`src/rtl/rlss_pkg.sv`:
```
// Shared types, constants and lookup functions for the random loop scale sequencer.
`default_nettype none

package rlss_pkg;

    // Note store geometry
    localparam int LOOP_DEPTH = 16;
    localparam int HEAD_W     = $clog2(LOOP_DEPTH);
    localparam int LEN_W      = $clog2(LOOP_DEPTH + 1);

    // Field widths
    localparam int VAL_W   = 4;
    localparam int RND_W   = 16;
    localparam int ROOT_W  = 7;
    localparam int NOTE_W  = 8;
    localparam int SEL_W   = 2;
    localparam int SLEN_W  = 3;
    localparam int IDX_W   = 5;
    localparam int QUO_W   = 3;

    // Shared remainder unit divisor width
    localparam int DIV_W   = (HEAD_W + 1 > 5) ? HEAD_W + 1 : 5;
    localparam int CNT_W   = $clog2(RND_W + 1);

    // Length setting that selects write mode
    localparam logic [3:0] LEN_WRITE = 4'd8;

    // Scale codes
    localparam logic [SEL_W-1:0] SCALE_MINOR_PENTA = 2'd0;
    localparam logic [SEL_W-1:0] SCALE_DORIAN      = 2'd1;
    localparam logic [SEL_W-1:0] SCALE_LYDIAN      = 2'd2;

    typedef enum logic [2:0] {
        ST_IDLE,
        ST_RAND,
        ST_HEAD,
        ST_SPRD,
        ST_DIVL
    } t_state;

    // Scale code 3 falls back to lydian
    function automatic logic [SEL_W-1:0] scale_eff(input logic [SEL_W-1:0] sel);
        scale_eff = (sel > SCALE_LYDIAN) ? SCALE_LYDIAN : sel;
    endfunction

    function automatic logic [SLEN_W-1:0] scale_len(input logic [SEL_W-1:0] sel);
        logic [SLEN_W-1:0] res;
        unique case (sel)
            SCALE_MINOR_PENTA: res = 3'd5;
            SCALE_DORIAN:      res = 3'd6;
            default:           res = 3'd7;
        endcase
        scale_len = res;
    endfunction

    // Semitone offset of scale degree within one octave
    function automatic logic [3:0] scale_base(input logic [SEL_W-1:0] sel,
                                              input logic [2:0] deg);
        logic [3:0] res;
        unique case (sel)
            SCALE_MINOR_PENTA: begin
                unique case (deg)
                    3'd0:    res = 4'd0;
                    3'd1:    res = 4'd3;
                    3'd2:    res = 4'd5;
                    3'd3:    res = 4'd7;
                    3'd4:    res = 4'd10;
                    default: res = 4'd0;
                endcase
            end
            SCALE_DORIAN: begin
                unique case (deg)
                    3'd0:    res = 4'd0;
                    3'd1:    res = 4'd2;
                    3'd2:    res = 4'd3;
                    3'd3:    res = 4'd5;
                    3'd4:    res = 4'd7;
                    3'd5:    res = 4'd10;
                    default: res = 4'd0;
                endcase
            end
            default: begin
                unique case (deg)
                    3'd0:    res = 4'd0;
                    3'd1:    res = 4'd2;
                    3'd2:    res = 4'd4;
                    3'd3:    res = 4'd6;
                    3'd4:    res = 4'd7;
                    3'd5:    res = 4'd9;
                    3'd6:    res = 4'd11;
                    default: res = 4'd0;
                endcase
            end
        endcase
        scale_base = res;
    endfunction

    // Loop length for a length setting, saturated to the store depth
    function automatic logic [LEN_W-1:0] loop_len(input logic [3:0] len_sel);
        int raw;
        unique case (len_sel)
            4'd0:    raw = 2;
            4'd1:    raw = 4;
            4'd2:    raw = 6;
            4'd3:    raw = 7;
            4'd4:    raw = 8;
            4'd5:    raw = 12;
            default: raw = 16;
        endcase
        if (raw > LOOP_DEPTH) begin
            raw = LOOP_DEPTH;
        end
        loop_len = LEN_W'(raw);
    endfunction

endpackage

`default_nettype wire

```
`src/rtl/random_loop_scale_sequencer_core.sv`:
```
// Top level: looping random note sequencer with scale quantizer on one shared remainder unit.
`default_nettype none

// One item is taken when start is high and busy is low; busy then stays high
// while a single restoring remainder/quotient unit (one dividend bit per cycle)
// runs each step in turn. Write mode (length setting 8 or more) runs the
// random mod 2L step, then head wrap, spread and octave split; play mode
// skips the random step. An item with clock trigger low only applies the
// head reset and latches its settings, without raising busy.
// The result appears for exactly one cycle with o_strobe high, in the same
// cycle that busy falls; the receiver cannot stall it, so it must sample it then.
// The scale register is written at any edge with i_cfg_we high and should
// only be changed while busy is low.
module random_loop_scale_sequencer_core (
    input  wire                          i_clk,
    input  wire                          i_rst_n,
    input  wire                          i_cfg_we,
    input  wire [rlss_pkg::SEL_W-1:0]    i_cfg_wdata,
    input  wire                          start,
    output logic                         busy,
    input  wire                          i_clock_trigger,
    input  wire                          i_reset_trigger,
    input  wire [rlss_pkg::ROOT_W-1:0]   i_root_pitch,
    input  wire [3:0]                    i_spread_setting,
    input  wire signed [3:0]             i_shift_setting,
    input  wire [3:0]                    i_length_setting,
    input  wire [rlss_pkg::RND_W-1:0]    i_random_value,
    output logic                         o_strobe,
    output logic [rlss_pkg::NOTE_W-1:0]  o_note_semitones,
    output logic [rlss_pkg::HEAD_W-1:0]  o_read_position,
    output logic                         o_new_note_written
);
    import rlss_pkg::*;

    // State and datapath registers
    t_state              r_state, n_state;
    logic [SEL_W-1:0]    r_scale, n_scale;
    logic [DIV_W-1:0]    r_rem, n_rem;
    logic [QUO_W-1:0]    r_quo, n_quo;
    logic [RND_W-1:0]    r_dvd, n_dvd;
    logic [CNT_W-1:0]    r_cnt, n_cnt;
    logic [DIV_W-1:0]    r_div, n_div;
    logic [VAL_W-1:0]    r_val, n_val;
    logic [HEAD_W-1:0]   r_wh, n_wh;
    logic [HEAD_W-1:0]   r_rh, n_rh;
    logic [VAL_W-1:0]    r_store [LOOP_DEPTH];
    logic [VAL_W-1:0]    n_store [LOOP_DEPTH];
    logic                r_write, n_write;
    logic [LEN_W-1:0]    r_len, n_len;
    logic [ROOT_W-1:0]   r_root, n_root;
    logic [3:0]          r_spread, n_spread;
    logic signed [3:0]   r_shift, n_shift;
    logic [NOTE_W-1:0]   r_note, n_note;
    logic [HEAD_W-1:0]   r_pos, n_pos;
    logic                r_new, n_new;
    logic                r_strobe, n_strobe;

    // Combinational helpers
    logic [SEL_W-1:0]    sel;
    logic [SLEN_W-1:0]   slen;
    logic [DIV_W:0]      sub_in;
    logic                sub_ge;
    logic [DIV_W-1:0]    step_rem;
    logic                last_step;
    logic [HEAD_W-1:0]   head_base;
    logic [HEAD_W-1:0]   new_head;
    logic [VAL_W-1:0]    play_val;
    logic [4:0]          sp_clamp;
    logic signed [4:0]   sh_ext;
    logic signed [4:0]   sh_lim;
    logic signed [4:0]   sh_clamp;
    logic [5:0]          idx_sum;
    logic [NOTE_W-1:0]   oct_part;

    assign sel  = scale_eff(r_scale);
    assign slen = scale_len(sel);

    // Shared restoring remainder step: shift in one dividend bit, subtract if it fits
    assign sub_in    = {r_rem, r_dvd[RND_W-1]};
    assign sub_ge    = sub_in >= {1'b0, r_div};
    assign step_rem  = sub_ge ? DIV_W'(sub_in - {1'b0, r_div}) : DIV_W'(sub_in);
    assign last_step = (r_cnt == CNT_W'(1));

    assign busy               = (r_state != ST_IDLE);
    assign o_strobe           = r_strobe;
    assign o_note_semitones   = r_note;
    assign o_read_position    = r_pos;
    assign o_new_note_written = r_new;

    // Registers
    always_ff @(posedge i_clk) begin
        if (!i_rst_n) begin
            r_state  <= ST_IDLE;
            r_scale  <= SCALE_MINOR_PENTA;
            r_wh     <= '0;
            r_rh     <= '0;
            r_strobe <= 1'b0;
            for (int i = 0; i < LOOP_DEPTH; i++) begin
                r_store[i] <= '0;
            end
        end else begin
            r_state  <= n_state;
            r_scale  <= n_scale;
            r_wh     <= n_wh;
            r_rh     <= n_rh;
            r_strobe <= n_strobe;
            r_store  <= n_store;
        end
        r_rem    <= n_rem;
        r_quo    <= n_quo;
        r_dvd    <= n_dvd;
        r_cnt    <= n_cnt;
        r_div    <= n_div;
        r_val    <= n_val;
        r_write  <= n_write;
        r_len    <= n_len;
        r_root   <= n_root;
        r_spread <= n_spread;
        r_shift  <= n_shift;
        r_note   <= n_note;
        r_pos    <= n_pos;
        r_new    <= n_new;
    end

    // Sequencer: next state and datapath control
    always_comb begin
        n_state   = r_state;
        n_scale   = i_cfg_we ? i_cfg_wdata : r_scale;
        n_rem     = r_rem;
        n_quo     = r_quo;
        n_dvd     = r_dvd;
        n_cnt     = r_cnt;
        n_div     = r_div;
        n_val     = r_val;
        n_wh      = r_wh;
        n_rh      = r_rh;
        n_store   = r_store;
        n_write   = r_write;
        n_len     = r_len;
        n_root    = r_root;
        n_spread  = r_spread;
        n_shift   = r_shift;
        n_note    = r_note;
        n_pos     = r_pos;
        n_new     = r_new;
        n_strobe  = 1'b0;
        head_base = '0;
        new_head  = step_rem[HEAD_W-1:0];
        play_val  = '0;
        sp_clamp  = '0;
        sh_ext    = '0;
        sh_lim    = '0;
        sh_clamp  = '0;
        idx_sum   = '0;
        oct_part  = '0;

        // Every working state advances the shared unit by one bit
        if (r_state != ST_IDLE) begin
            n_rem = step_rem;
            n_quo = {r_quo[QUO_W-2:0], sub_ge};
            n_dvd = r_dvd << 1;
            n_cnt = r_cnt - CNT_W'(1);
        end

        unique case (r_state)
            ST_IDLE: begin
                if (start) begin
                    if (i_reset_trigger) begin
                        n_wh = '0;
                        n_rh = '0;
                    end
                    // Capture and clamp the item's settings
                    n_root  = i_root_pitch;
                    n_write = (i_length_setting >= LEN_WRITE);
                    n_len   = loop_len(i_length_setting);

                    sp_clamp = (i_spread_setting == 4'd0) ? 5'd1 : {1'b0, i_spread_setting};
                    if (sp_clamp > {1'b0, slen, 1'b0}) begin
                        sp_clamp = {1'b0, slen, 1'b0};
                    end
                    n_spread = sp_clamp[3:0];

                    sh_ext = {i_shift_setting[3], i_shift_setting};
                    sh_lim = $signed({2'b00, slen});
                    sh_clamp = sh_ext;
                    if (sh_ext < -sh_lim) begin
                        sh_clamp = -sh_lim;
                    end
                    if (sh_ext > sh_lim) begin
                        sh_clamp = sh_lim;
                    end
                    n_shift = sh_clamp[3:0];

                    if (i_clock_trigger) begin
                        n_rem = '0;
                        n_quo = '0;
                        if (i_length_setting >= LEN_WRITE) begin
                            // Random sample modulo twice the scale length
                            n_dvd   = i_random_value;
                            n_div   = DIV_W'({slen, 1'b0});
                            n_cnt   = CNT_W'(RND_W);
                            n_state = ST_RAND;
                        end else begin
                            // Read head advance, wrapped by the loop length
                            head_base = i_reset_trigger ? '0 : r_rh;
                            n_dvd   = RND_W'({1'b0, head_base} + (HEAD_W + 1)'(1))
                                      << (RND_W - HEAD_W - 1);
                            n_div   = DIV_W'(loop_len(i_length_setting));
                            n_cnt   = CNT_W'(HEAD_W + 1);
                            n_state = ST_HEAD;
                        end
                    end
                end
            end

            ST_RAND: begin
                if (last_step) begin
                    n_val   = step_rem[VAL_W-1:0];
                    n_rem   = '0;
                    n_quo   = '0;
                    n_dvd   = RND_W'({1'b0, r_wh} + (HEAD_W + 1)'(1)) << (RND_W - HEAD_W - 1);
                    n_div   = DIV_W'(r_len);
                    n_cnt   = CNT_W'(HEAD_W + 1);
                    n_state = ST_HEAD;
                end
            end

            ST_HEAD: begin
                if (last_step) begin
                    if (r_write) begin
                        n_wh              = new_head;
                        n_rh              = new_head;
                        n_store[new_head] = r_val;
                        play_val          = r_val;
                    end else begin
                        n_rh     = new_head;
                        play_val = r_store[new_head];
                    end
                    // Stored value modulo the spread
                    n_rem   = '0;
                    n_quo   = '0;
                    n_dvd   = RND_W'(play_val) << (RND_W - VAL_W);
                    n_div   = DIV_W'(r_spread);
                    n_cnt   = CNT_W'(VAL_W);
                    n_state = ST_SPRD;
                end
            end

            ST_SPRD: begin
                if (last_step) begin
                    // Scale index L + (v mod spread) + shift, never negative
                    idx_sum = 6'(slen) + 6'(step_rem) + 6'({{2{r_shift[3]}}, r_shift});
                    n_rem   = '0;
                    n_quo   = '0;
                    n_dvd   = RND_W'(idx_sum[IDX_W-1:0]) << (RND_W - IDX_W);
                    n_div   = DIV_W'(slen);
                    n_cnt   = CNT_W'(IDX_W);
                    n_state = ST_DIVL;
                end
            end

            ST_DIVL: begin
                if (last_step) begin
                    // Octave times twelve plus degree offset plus root
                    oct_part = NOTE_W'(n_quo[1:0]) * NOTE_W'(12);
                    n_note   = oct_part
                               + NOTE_W'(scale_base(sel, step_rem[2:0]))
                               + NOTE_W'(r_root);
                    n_pos    = r_rh;
                    n_new    = r_write;
                    n_strobe = 1'b1;
                    n_state  = ST_IDLE;
                end
            end

            default: begin
                n_state = ST_IDLE;
            end
        endcase
    end

endmodule

`default_nettype wire
```
`config.mk`:
```
export PLATFORM = sky130hd
export DESIGN_NAME = random_loop_scale_sequencer_core
export DESIGN_NICKNAME = d
export VERILOG_FILES = /design/src/rtl/rlss_pkg.sv /design/src/rtl/random_loop_scale_sequencer_core.sv
export SDC_FILE = /design/constraint.sdc
export NUM_CORES = 1
export LEC_CHECK = 0
export BUFFER_PORTS_ARGS = -buffer_cell sky130_fd_sc_hd__buf_2
export CAP_MARGIN = 10
export CORE_UTILIZATION = 55
export CTS_CLUSTER_DIAMETER = 100
export DETAILED_ROUTE_END_ITERATION = 8
export PLACE_DENSITY = 0.74
export SLEW_MARGIN = 15
export SYNTH_ARGS = -nofsm -noshare
export SYNTH_HDL_FRONTEND = slang
export SYNTH_SLANG_ARGS = --single-unit
```
`constraint.sdc`:
```
create_clock -name i_clk -period 6.3 [get_ports i_clk]
set_clock_uncertainty 0.15 [all_clocks]
set_input_delay 0.945 -clock i_clk [delete_from_list [all_inputs] [get_ports i_clk]]
set_output_delay 0.945 -clock i_clk [all_outputs]
set_load 0.01 [all_outputs]
```
## Word level (Yosys, flattened, before mapping)

Index checks and enable logic that the tools add are counted.
W data, S select, Z words.

| storage, ports and cells | value |
|---|---|
| word-level logic and storage cells | 180 |
| bits in latches | 0 |
| memories | 0 |
| output and inout bits | 15 |
| register bits | 150 |
| bits in read-only memories | 0 |
| input bits | 43 |
| RAM bits | 0 |

| cells by class | value |
|---|---|
| equality and inequality tests | 25 |
| shifts and indexed selects | 0 |
| bitwise logic cells | 1 |
| div/mod/pow operators | 0 |
| multipliers | 1 |
| $add $sub $neg | 9 |
| $lt $le $gt $ge | 10 |
| reduce and logical (&&, ||, !) cells | 19 |
| muxes and demuxes | 78 |

Operators with widths:

| operator | number |
|---|---|
| $mux W32 | 6 |
| $mux W16 | 7 |
| $mux W5 | 18 |
| $bwmux W64 | 1 |
| $gt A32 B6 Y1 const B | 2 |
| $mux W4 | 16 |
| $pmux W16 S4 | 1 |
| $mux W3 | 11 |
| $pmux W5 S6 | 1 |
| $pmux W4 S2 | 3 |
| $pmux W4 S6 | 1 |
| $pmux W4 S5 | 1 |
| $pmux W5 S4 | 1 |
| $bmux W4 S4 | 1 |
| $demux W4 S4 | 1 |
| $ne A2 B2 Y1 const B | 8 |
| $pmux W4 S4 | 1 |
| $pmux W3 S5 | 1 |
| $pmux W5 S3 | 1 |
| $eq A3 B2 Y1 const B | 4 |
| $eq A3 B3 Y1 const B | 4 |
| $reduce_and A6 Y1 | 2 |
| $add A4 B1 Y5 const B | 2 |
| $pmux W5 S2 | 1 |
| other kinds (38) | 48 |

## Longest topological paths before layout

Gate-level depths: netlist of run 1.

| depth | value |
|---|---|
| word-level depth | 12 |
| mapped depth | 24 |
| gate-level depth less buffers | 22 |

## Worst setup path after synthesis of run 1

OpenSTA, ideal clock, no wires.

| timing | value |
|---|---|
| kind | register to register |
| start | reg r_dvd[15] |
| end | reg r_note[7], in the netlist o_note_semitones[7], data pin |
| data arrival time | 4061 ps |
| required time | 5893 ps |
| path buffers | 3 |
| stages on the path, launching flop included | 23 |
| slack | 1832 ps |
| library setup time | 257 ps |
| clock period less this slack | 4468 ps |
| cell sequence | dfxtp_1 -> inv_1 -> ha_1 -> inv_1 -> fa_1 -> a21oi_1 -> nor2_2 -> nor3_4 -> nor2_2 -> buf_6 -> buf_2 -> buf_2 -> a211oi_1 -> a21oi_1 -> o22ai_1 -> fa_1 -> fa_1 -> a21oi_1 -> nor2_1 -> nor2_1 -> nor2b_1 -> o21ai_0 -> nand2b_1 |

| on the way | value |
|---|---|
| word-level cells in the longest chain between the ends | 9 |
| elaborated cells on any way between the ends | 19 |
| those cells by class | 3 x add/sub; 1 x mul; 1 x order compare; 6 x eq/ne; 8 x mux |

RTL lines:

| what | line | source |
|---|---|---|
| from (decl) | random_loop_scale_sequencer_core.sv:40 | `logic [RND_W-1:0] r_dvd, n_dvd;` |
| from (signal assigned) | random_loop_scale_sequencer_core.sv:111 | `r_dvd <= n_dvd;` |
| $sub A5 B5 Y5 or $ge A6 B5 Y1 (tied branches) | random_loop_scale_sequencer_core.sv:81, random_loop_scale_sequencer_core.sv:80 |  |
| $mux W5 | random_loop_scale_sequencer_core.sv:81 | `assign step_rem = sub_ge ? DIV_W'(sub_in - {1'b0, r_div}) : DIV_W'(sub_in);` |
| $eq A3 B3 Y1 (tied with other cells) | rlss_pkg.sv:83 | `unique case (deg)` |
| $pmux W4 S6 (tied with other cells) | rlss_pkg.sv:83 |  |
| $pmux W4 S2 | rlss_pkg.sv:60 | `unique case (sel)` |
| $mux W4 | random_loop_scale_sequencer_core.sv:263 | `if (last_step) begin` |
| $mux W4 | random_loop_scale_sequencer_core.sv:165 | `unique case (r_state)` |
| $add A6 B4 Y7 * | random_loop_scale_sequencer_core.sv:267 | `+ NOTE_W'(scale_base(sel, step_rem[2:0]))` |
| $add A7 B7 Y8 * | random_loop_scale_sequencer_core.sv:268 | `+ NOTE_W'(r_root);` |
| to (signal assigned) | random_loop_scale_sequencer_core.sv:120 | `r_note <= n_note;` |
| to (decl) | random_loop_scale_sequencer_core.sv:53 | `logic [NOTE_W-1:0] r_note, n_note;` |

Mark *: on every way between the ends. The rest lies on a longest branch, timed or not. The select of a mux whose other input is x is not followed.
A chain may end at the register's enable or synchronous reset.

## Worst setup path after layout of run 1

Ends and elaborated chain as after synthesis.

==> out/qor.yml, run 1 <==
outcome:
  outcome: "finished clean"
clock_network:
  post_cts_buffers: 0
  root_buffer: "clkbuf_16"
  insertion_delay_ns: 0.43
  cts_hold_buf: 0
  cts_buffers: 17
  cts_tree: "yes"
  htree_levels: 4
  cts_max_path_buffers: 2
  cts.sinks: 149
  cts.clk_slew.worst_paths_ns: 0.06
  cts-resized-gates: 0
yosys:
  syn_nets: 968
  avgSynthCellArea_um2: 9.08
  synthDistinctLibCells: 72
  netlist_instances: 884
  synth_top_cell_by_area: "dfxtp_1"
  ys_seq_elements: 149
  async_reset_ff_frac: 0
  synth-main-ff-cell: "dfxtp_1"
  synth_edf_count: 43
  seq_area_frac_synth: 0.425
  synth_warnings: 0
  syn_area_um2: 8030
  yosys-top-cells-area: "dfxtp_1, edfxtp_1, mux2i_1, ha_1, nor2_1"
  synth_top_area_frac: 0.264
global_route:
  met3_usage: 0.0572
  antenna_found_initial: 0
  grt_use_met1: 0.365
  gr-total-overflow: 0
  use_met2: 0.436
  grt_pass1_vias: 6173
  grtUsageTotal: 0.272
  grt_first_pass_wirelength_mm: 31.4
  grt_max_degree: 78
  busiest_layer: "met2"
setup_path:
  worstPathMaxFanout: 28
  cp.arrival_ns: 5.04
  startpoint: "r_dvd[15]"
  r2r_end: "o_note_semitones[7]"
  endpoint_kind: "flop"
  crit_slowest_cell: "fa_1"
  critPathMaxStageDelay_ns: 0.50
  r2r-start: "r_dvd[15]"
  cp-start-kind: "flop"
  r2r.worst_path.cells: 20
  required_ns: 6.33
  critical_path_buf_inv_count: 3
  path_depth: 20
  crit_family: "adder cells"
  crit_type: "flop to flop"
  path_cells: "inv_1 > ha_1 > inv_1 > fa_1 > a21oi_1 > nor2_2 > o21ai_1 > and2_4 > inv_4 > nor3_1 > a21oi_1 > o22ai_1 > fa_1 > fa_1 > a21oi_1 > nor2_1 > nor2_1 > nor2b_1 > o21ai_0 > nand2b_1"
  endpoint: "o_note_semitones[7]"
  worst-r2r-setup-slack_ns: 1.29
final_layout:
  nNetsFinal: 993
  final_cell_mix: "dfxtp_1, nor2_1, nand2_1"
  final_common_cell: "dfxtp_1"
  diodes: 0
  fin_cells: 1102
  final_util: 0.636
  drive_above_1_share: 0.134
  syn_to_final_growth_pct: 11.2
placed_design:
  gp_congestion: 0.869
  placed_cells: 1070
  dp_hpwl_mm: 13.2
  port-buffer-count: 57
floorplan:
  die_area_um2: 15100
  std_cell_rows: 43
  io_pins: 58
  die_h_um: 123
  fp.dieW_um: 123
  core_area_um2: 14000
  start_util: 0.572
pwr:
  p_leak_nw: 3.72
  powerDensity_nw_per_um2: 475
  irDropWorstVdd_mv: 0.284
detailed_routing:
  dr.first_iter.drc_count: 669
  post_drt_wl_per_cell_um: 17.5
  drt_wl_total_mm: 19.3
  viasPerCell: 5.98
  ant_nets: 0
  drcViolationCount: 0
  drtPass1Iterations: 5
  vias: 6591
min_path:
  hold_path.class: "flop to flop"
timing:
  timing.final.hold_violations: 0
  worst_slew_pin_slew_ns: 0.838
  period_share: 0.795
  finalSetupViolCount: 0
  min_period_ns: 5.01
  max_freq_ghz: 0.200
  rsz0062_at_grt: "false"
  maxSlewHeadroom: 0.427
  slew_viol_final: 0
  fin_hold_ws_ns: 0.307
  tns_ns: 0
job:
  max_cap_viol_count: 0
-- per-layer routing --
metal	vias to the layer above	part of all wire
li1	3209	-
met1	3141	0.45
met2	211	0.47
met3	30	0.063
met4	0	0.016
met5	-	0
-- synthesized netlist by cell type (5+ instances only) --
library cell	number
a22oi_1	15
a31oi_1	8
a22o_1	5
dfxtp_1	106
o22ai_1	7
xnor2_1	17
inv_1	37
and3_1	6
fa_1	7
nor2_1	95
nand2b_1	7
clkbuf_1	37
buf_2	13
ha_1	34
nor2b_1	10
a21o_1	6
a21oi_1	65
a32oi_1	6
nor3_1	12
buf_1	5
nand3_1	61
a211oi_1	10
nand2_1	79
edfxtp_1	43
o21ai_0	51
mux2i_1	62
-- registers in the layout (all words and copies together) (netlist names), 2 cells and up --
register,flops
r_dvd,16
o_read_position,4
r_root,7
r_scale,2
r_store,64
o_note_semitones,8
r_spread,4
r_len,5
r_val,4
r_div,5
r_state,3
r_rem,5
r_wh,4
r_cnt,5
r_rh,4
r_quo,2
r_shift,4
-- how the worst min path moves through the flow --
| stage | start | to | cells past startpoint |
|---|---|---|---|
| 6_report | r_store[44] | r_store[44] | 2 |
| 5_1_grt | r_store[60] | r_store[60] | 2 |
| 4_1_cts | r_store[28] | r_store[28] | 2 |
| 3_5_place_dp | r_dvd[0] | r_dvd[1] | 2 |
| 3_3_place_gp | r_dvd[0] | r_dvd[1] | 2 |
| 2_1_floorplan | r_write | o_new_note_written | 0 |
-- cells by family (layout without fill, tap and decap cells) --
kind of cell    after synthesis  in the layout  synth area share
buf+inv                     102            140            0.0548
compound gates              215            215             0.176
xor+xnor                     21             21            0.0229
simple gates                292            292             0.168
fa+ha+maj                    41             41            0.0704
flops                       149            149             0.425
mux                          64             64            0.0829
-- stage by stage --
stage | power (W) | cell area, um^2 | setup slack (ns)
2_1_floorplan | 0.00280 | 8030 | 1.83
3_3_place_gp | 0.00317 | 8340 | 1.44
3_5_place_dp | 0.00322 | 8340 | 1.30
4_1_cts | 0.00423 | 8930 | 1.29
5_1_grt | 0.00451 | 8930 | 0.922
6_report | 0.00424 | 8930 | 1.29
-- power breakdown --
part	total, W	internal, W	switching, W	leakage, nW
logic	0.00200	0.000727	0.00127	2.18
registers	0.00123	0.00114	0.0000853	1.26
clock network	0.00102	0.000597	0.000421	0.281
-- worst min-delay path, cell delays in order, from the launching register on --
cell and delay (ns):
dfxtp_1 0.31, nand2_1 0.05, a21oi_1 0.05
-- final cells by class --
type,count,area (um^2)
clock buffers,18,439
repair buffers,68,368
multi-input cells,633,4180
inverters,40,153
flip-flops and latches,149,3410
clock inverters,14,153
well taps,180,225
fillers,1184,5110
(Power assumes the default switching activity.)
==> inputs of run 2 (changes only) <==
Settings changed: ABC_AREA set to 1, PLACE_DENSITY 0.74 to 0.77.
Clock period 6.3 ns to 4.6 ns, I/O delays scaled along.
==> out/qor.yml, run 2 <==
timing:
  max_freq_ghz: 0.234  # was 0.200 GHz
  min_period_ns: 4.28  # was 5.01 ns
  slew_viol_final: 0  # unchanged
  fin_hold_ws_ns: 0.278  # was 0.307 ns
  timing.final.hold_violations: 0  # unchanged
  worst_slew_pin_slew_ns: 1.13  # was 0.838 ns
  period_share: 0.930  # was 0.795
  finalSetupViolCount: 0  # unchanged
  maxSlewHeadroom: 0.241  # was 0.427
global_route:
  antenna_found_initial: 0  # unchanged
  grtUsageTotal: 0.292  # was 0.272
  grt_max_degree: 76  # was 78
  grt_pass1_vias: 6997  # was 6173
  gr-total-overflow: 0  # unchanged
  grt_first_pass_wirelength_mm: 34.2  # was 31.4 mm
setup_path:
  worstPathMaxFanout: 11  # was 28
  r2r-start: "r_dvd[15]"  # unchanged
  endpoint: "o_note_semitones[6]"  # was o_note_semitones[7]
  crit_type: "flop to flop"  # unchanged
  r2r_end: "o_note_semitones[6]"  # was o_note_semitones[7]
  cp.arrival_ns: 4.31  # was 5.04 ns
  worst-r2r-setup-slack_ns: 0.32  # was 1.29 ns
  required_ns: 4.63  # was 6.33 ns
  cp-start-kind: "flop"  # unchanged
  endpoint_kind: "flop"  # unchanged
  startpoint: "r_dvd[15]"  # unchanged
  r2r.worst_path.cells: 25  # was 20
final_layout:
  final_area_um2: 9180  # was 8930 um^2
  nNetsFinal: 1239  # was 993
  fillers: 1272  # was 1184
  syn_to_final_growth_pct: 13.0  # was 11.2%
  final_common_cell: "nand2_1"  # was dfxtp_1
  largest_reg_flops: 64  # unchanged
  diodes: 0  # unchanged
  top_register: "r_store"  # unchanged
  final_cell_mix: "nand2_1, inv_1, o21ai_0"  # was dfxtp_1, nor2_1, nand2_1
  drive_above_1_share: 0.115  # was 0.134
floorplan:
  die_area_um2: 15300  # was 15100 um^2
  core_area_um2: 14500  # was 14000 um^2
  io_pins: 58  # unchanged
  start_util: 0.561  # was 0.572
  std_cell_rows: 44  # was 43
  fp.dieW_um: 124  # was 123 um
  die_h_um: 124  # was 123 um
clock_network:
  htree_levels: 4  # unchanged
  cts_max_path_buffers: 2  # unchanged
  insertion_delay_ns: 0.44  # was 0.43 ns
  cts_tree: "yes"  # unchanged
  cts.clk_slew.worst_paths_ns: 0.06  # about the same
  cts.sinks: 149  # unchanged
  cts_buffers: 17  # unchanged
  cts_hold_buf: 0  # unchanged
  root_buffer: "clkbuf_16"  # unchanged
yosys:
  synth-main-ff-cell: "dfxtp_1"  # unchanged
  netlist_instances: 1105  # was 884
  async_reset_ff_frac: 0  # unchanged
  synthDistinctLibCells: 43  # was 72
  avgSynthCellArea_um2: 7.36  # was 9.08 um^2
  seq_area_frac_synth: 0.420  # was 0.425
  ys_top_cells_by_count: "nand2_1, inv_1, o21ai_0"  # was dfxtp_1, nor2_1, nand2_1
  synth_top_cell_by_area: "dfxtp_1"  # unchanged
  synth_top_area_frac: 0.261  # was 0.264
  synth_warnings: 0  # unchanged
  yosys-top-cells-area: "dfxtp_1, edfxtp_1, nand2_1, o21ai_0, inv_1"  # was dfxtp_1, edfxtp_1, mux2i_1, ha_1, nor2_1
  syn_nets: 1189  # was 968
  ys_seq_elements: 149  # unchanged
  syn_area_um2: 8130  # was 8030 um^2
  synth_edf_count: 43  # unchanged
  synth.most_common_cell: "nand2_1"  # was dfxtp_1
detailed_routing:
  drcViolationCount: 0  # unchanged
  drt_wl_total_mm: 20.9  # was 19.3 mm
  vias: 7462  # was 6591
  viasPerCell: 5.52  # was 5.98
  dr.first_iter.drc_count: 734  # was 669
  post_drt_wl_per_cell_um: 15.4  # was 17.5 um
  drtPass1Iterations: 5  # unchanged
  ant_nets: 0  # unchanged
job:
  max_cap_viol_count: 0  # unchanged
placed_design:
  gp_congestion: 0.914  # was 0.869
  port-buffer-count: 57  # unchanged
  dp_hpwl_mm: 14.4  # was 13.2 mm
  dpl_cell_area_um2: 8560  # was 8340 um^2
min_path:
  hold_path.class: "input port to flop"  # was flop to flop
outcome:
  outcome: "finished clean"  # unchanged
run 2: cell types whose count changed after synthesis, moves of 7 or more:
cell / change
a211oi_1: -7
a21oi_1: +25
a22oi_1: -11
clkbuf_1: -12
inv_1: +125
mux2i_1: -59
nand2_1: +139
nand2b_1: -7
nand3_1: -7
nor2_1: +21
nor2b_1: -10
o21ai_0: +84
xnor2_1: -14
run 2: stage by stage:
stage           util  TNS [ns]  setup slack [ns]  cells
2_1_floorplan      -         0             0.535   1105
3_3_place_gp   0.591         0             0.354   1320
3_5_place_dp   0.591         0             0.221   1320
4_1_cts        0.632         0             0.200   1352
5_1_grt        0.634  -0.00936          -0.00936   1352
6_report       0.634         0             0.322   1352
run 2: cell families after synthesis:
logic type,share of synthesized area
simple gates,0.217
compound gates,0.176
buf+inv,0.103
flops,0.420
fa+ha+maj,0.0696
xor+xnor,0.0108
mux,0.00369
run 2: critical path, cell delays in order, from the launching register on:
cell	delay, ns
dfxtp_1	0.32
inv_1	0.10
ha_1	0.15
inv_1	0.05
fa_1	0.41
inv_1	0.07
nand2_1	0.06
nand3_2	0.11
nand3_4	0.17
nand2_1	0.15
o21ai_4	0.11
inv_4	0.14
nand2_1	0.08
o21ai_0	0.21
o22ai_1	0.11
inv_1	0.08
fa_1	0.41
ha_1	0.36
a21oi_1	0.14
inv_1	0.05
a31oi_1	0.21
nor2_1	0.06
nor2_1	0.09
nor2_1	0.05
nor2_1	0.10
xor2_1	0.08
run 2: final cells by class:
cell class | instances | area (um^2) | share of cell area
multi-input combinational | 744 | 3900 | 0.425
clock inverter | 12 | 95.1 | 0.0104
sequential | 149 | 3410 | 0.372
timing repair buffer | 72 | 398 | 0.0433
tap | 184 | 230 | 0.0251
clock buffer | 20 | 500 | 0.0545
inverter | 171 | 644 | 0.0702
run 2: repair_timing:
item                       in CTS  in global routing
setup endpoints to repair       0                  3
setup buffers                   0                  0
gates resized for setup         0                  6
run 2: metal layers:
layer / part of all wire / global-route usage / up-vias
met5: 0 / 0 / -
met4: 0.034 / 0.114 / 0
met2: 0.47 / 0.493 / 273
met3: 0.059 / 0.0600 / 56
met1: 0.44 / 0.366 / 3429
li1: - / - / 3704
run 2: worst min path at each step:
stage               startpoint                 end  slack (ns)  cells after the start
3_5_place_dp       r_store[58]         r_store[58]        0.29                      2
2_1_floorplan          r_rh[1]  o_read_position[1]        0.27                      0
4_1_cts        i_root_pitch[5]           r_root[5]        0.27                      1
6_report       i_root_pitch[1]           r_root[1]        0.28                      1
3_3_place_gp       r_store[58]         r_store[58]        0.29                      2
5_1_grt        i_root_pitch[0]           r_root[0]        0.27                      1
Power of run 2 is left out: the tool's default activity adds up to more than one toggle a clock period on the data nets, which glitch-free logic cannot reach.
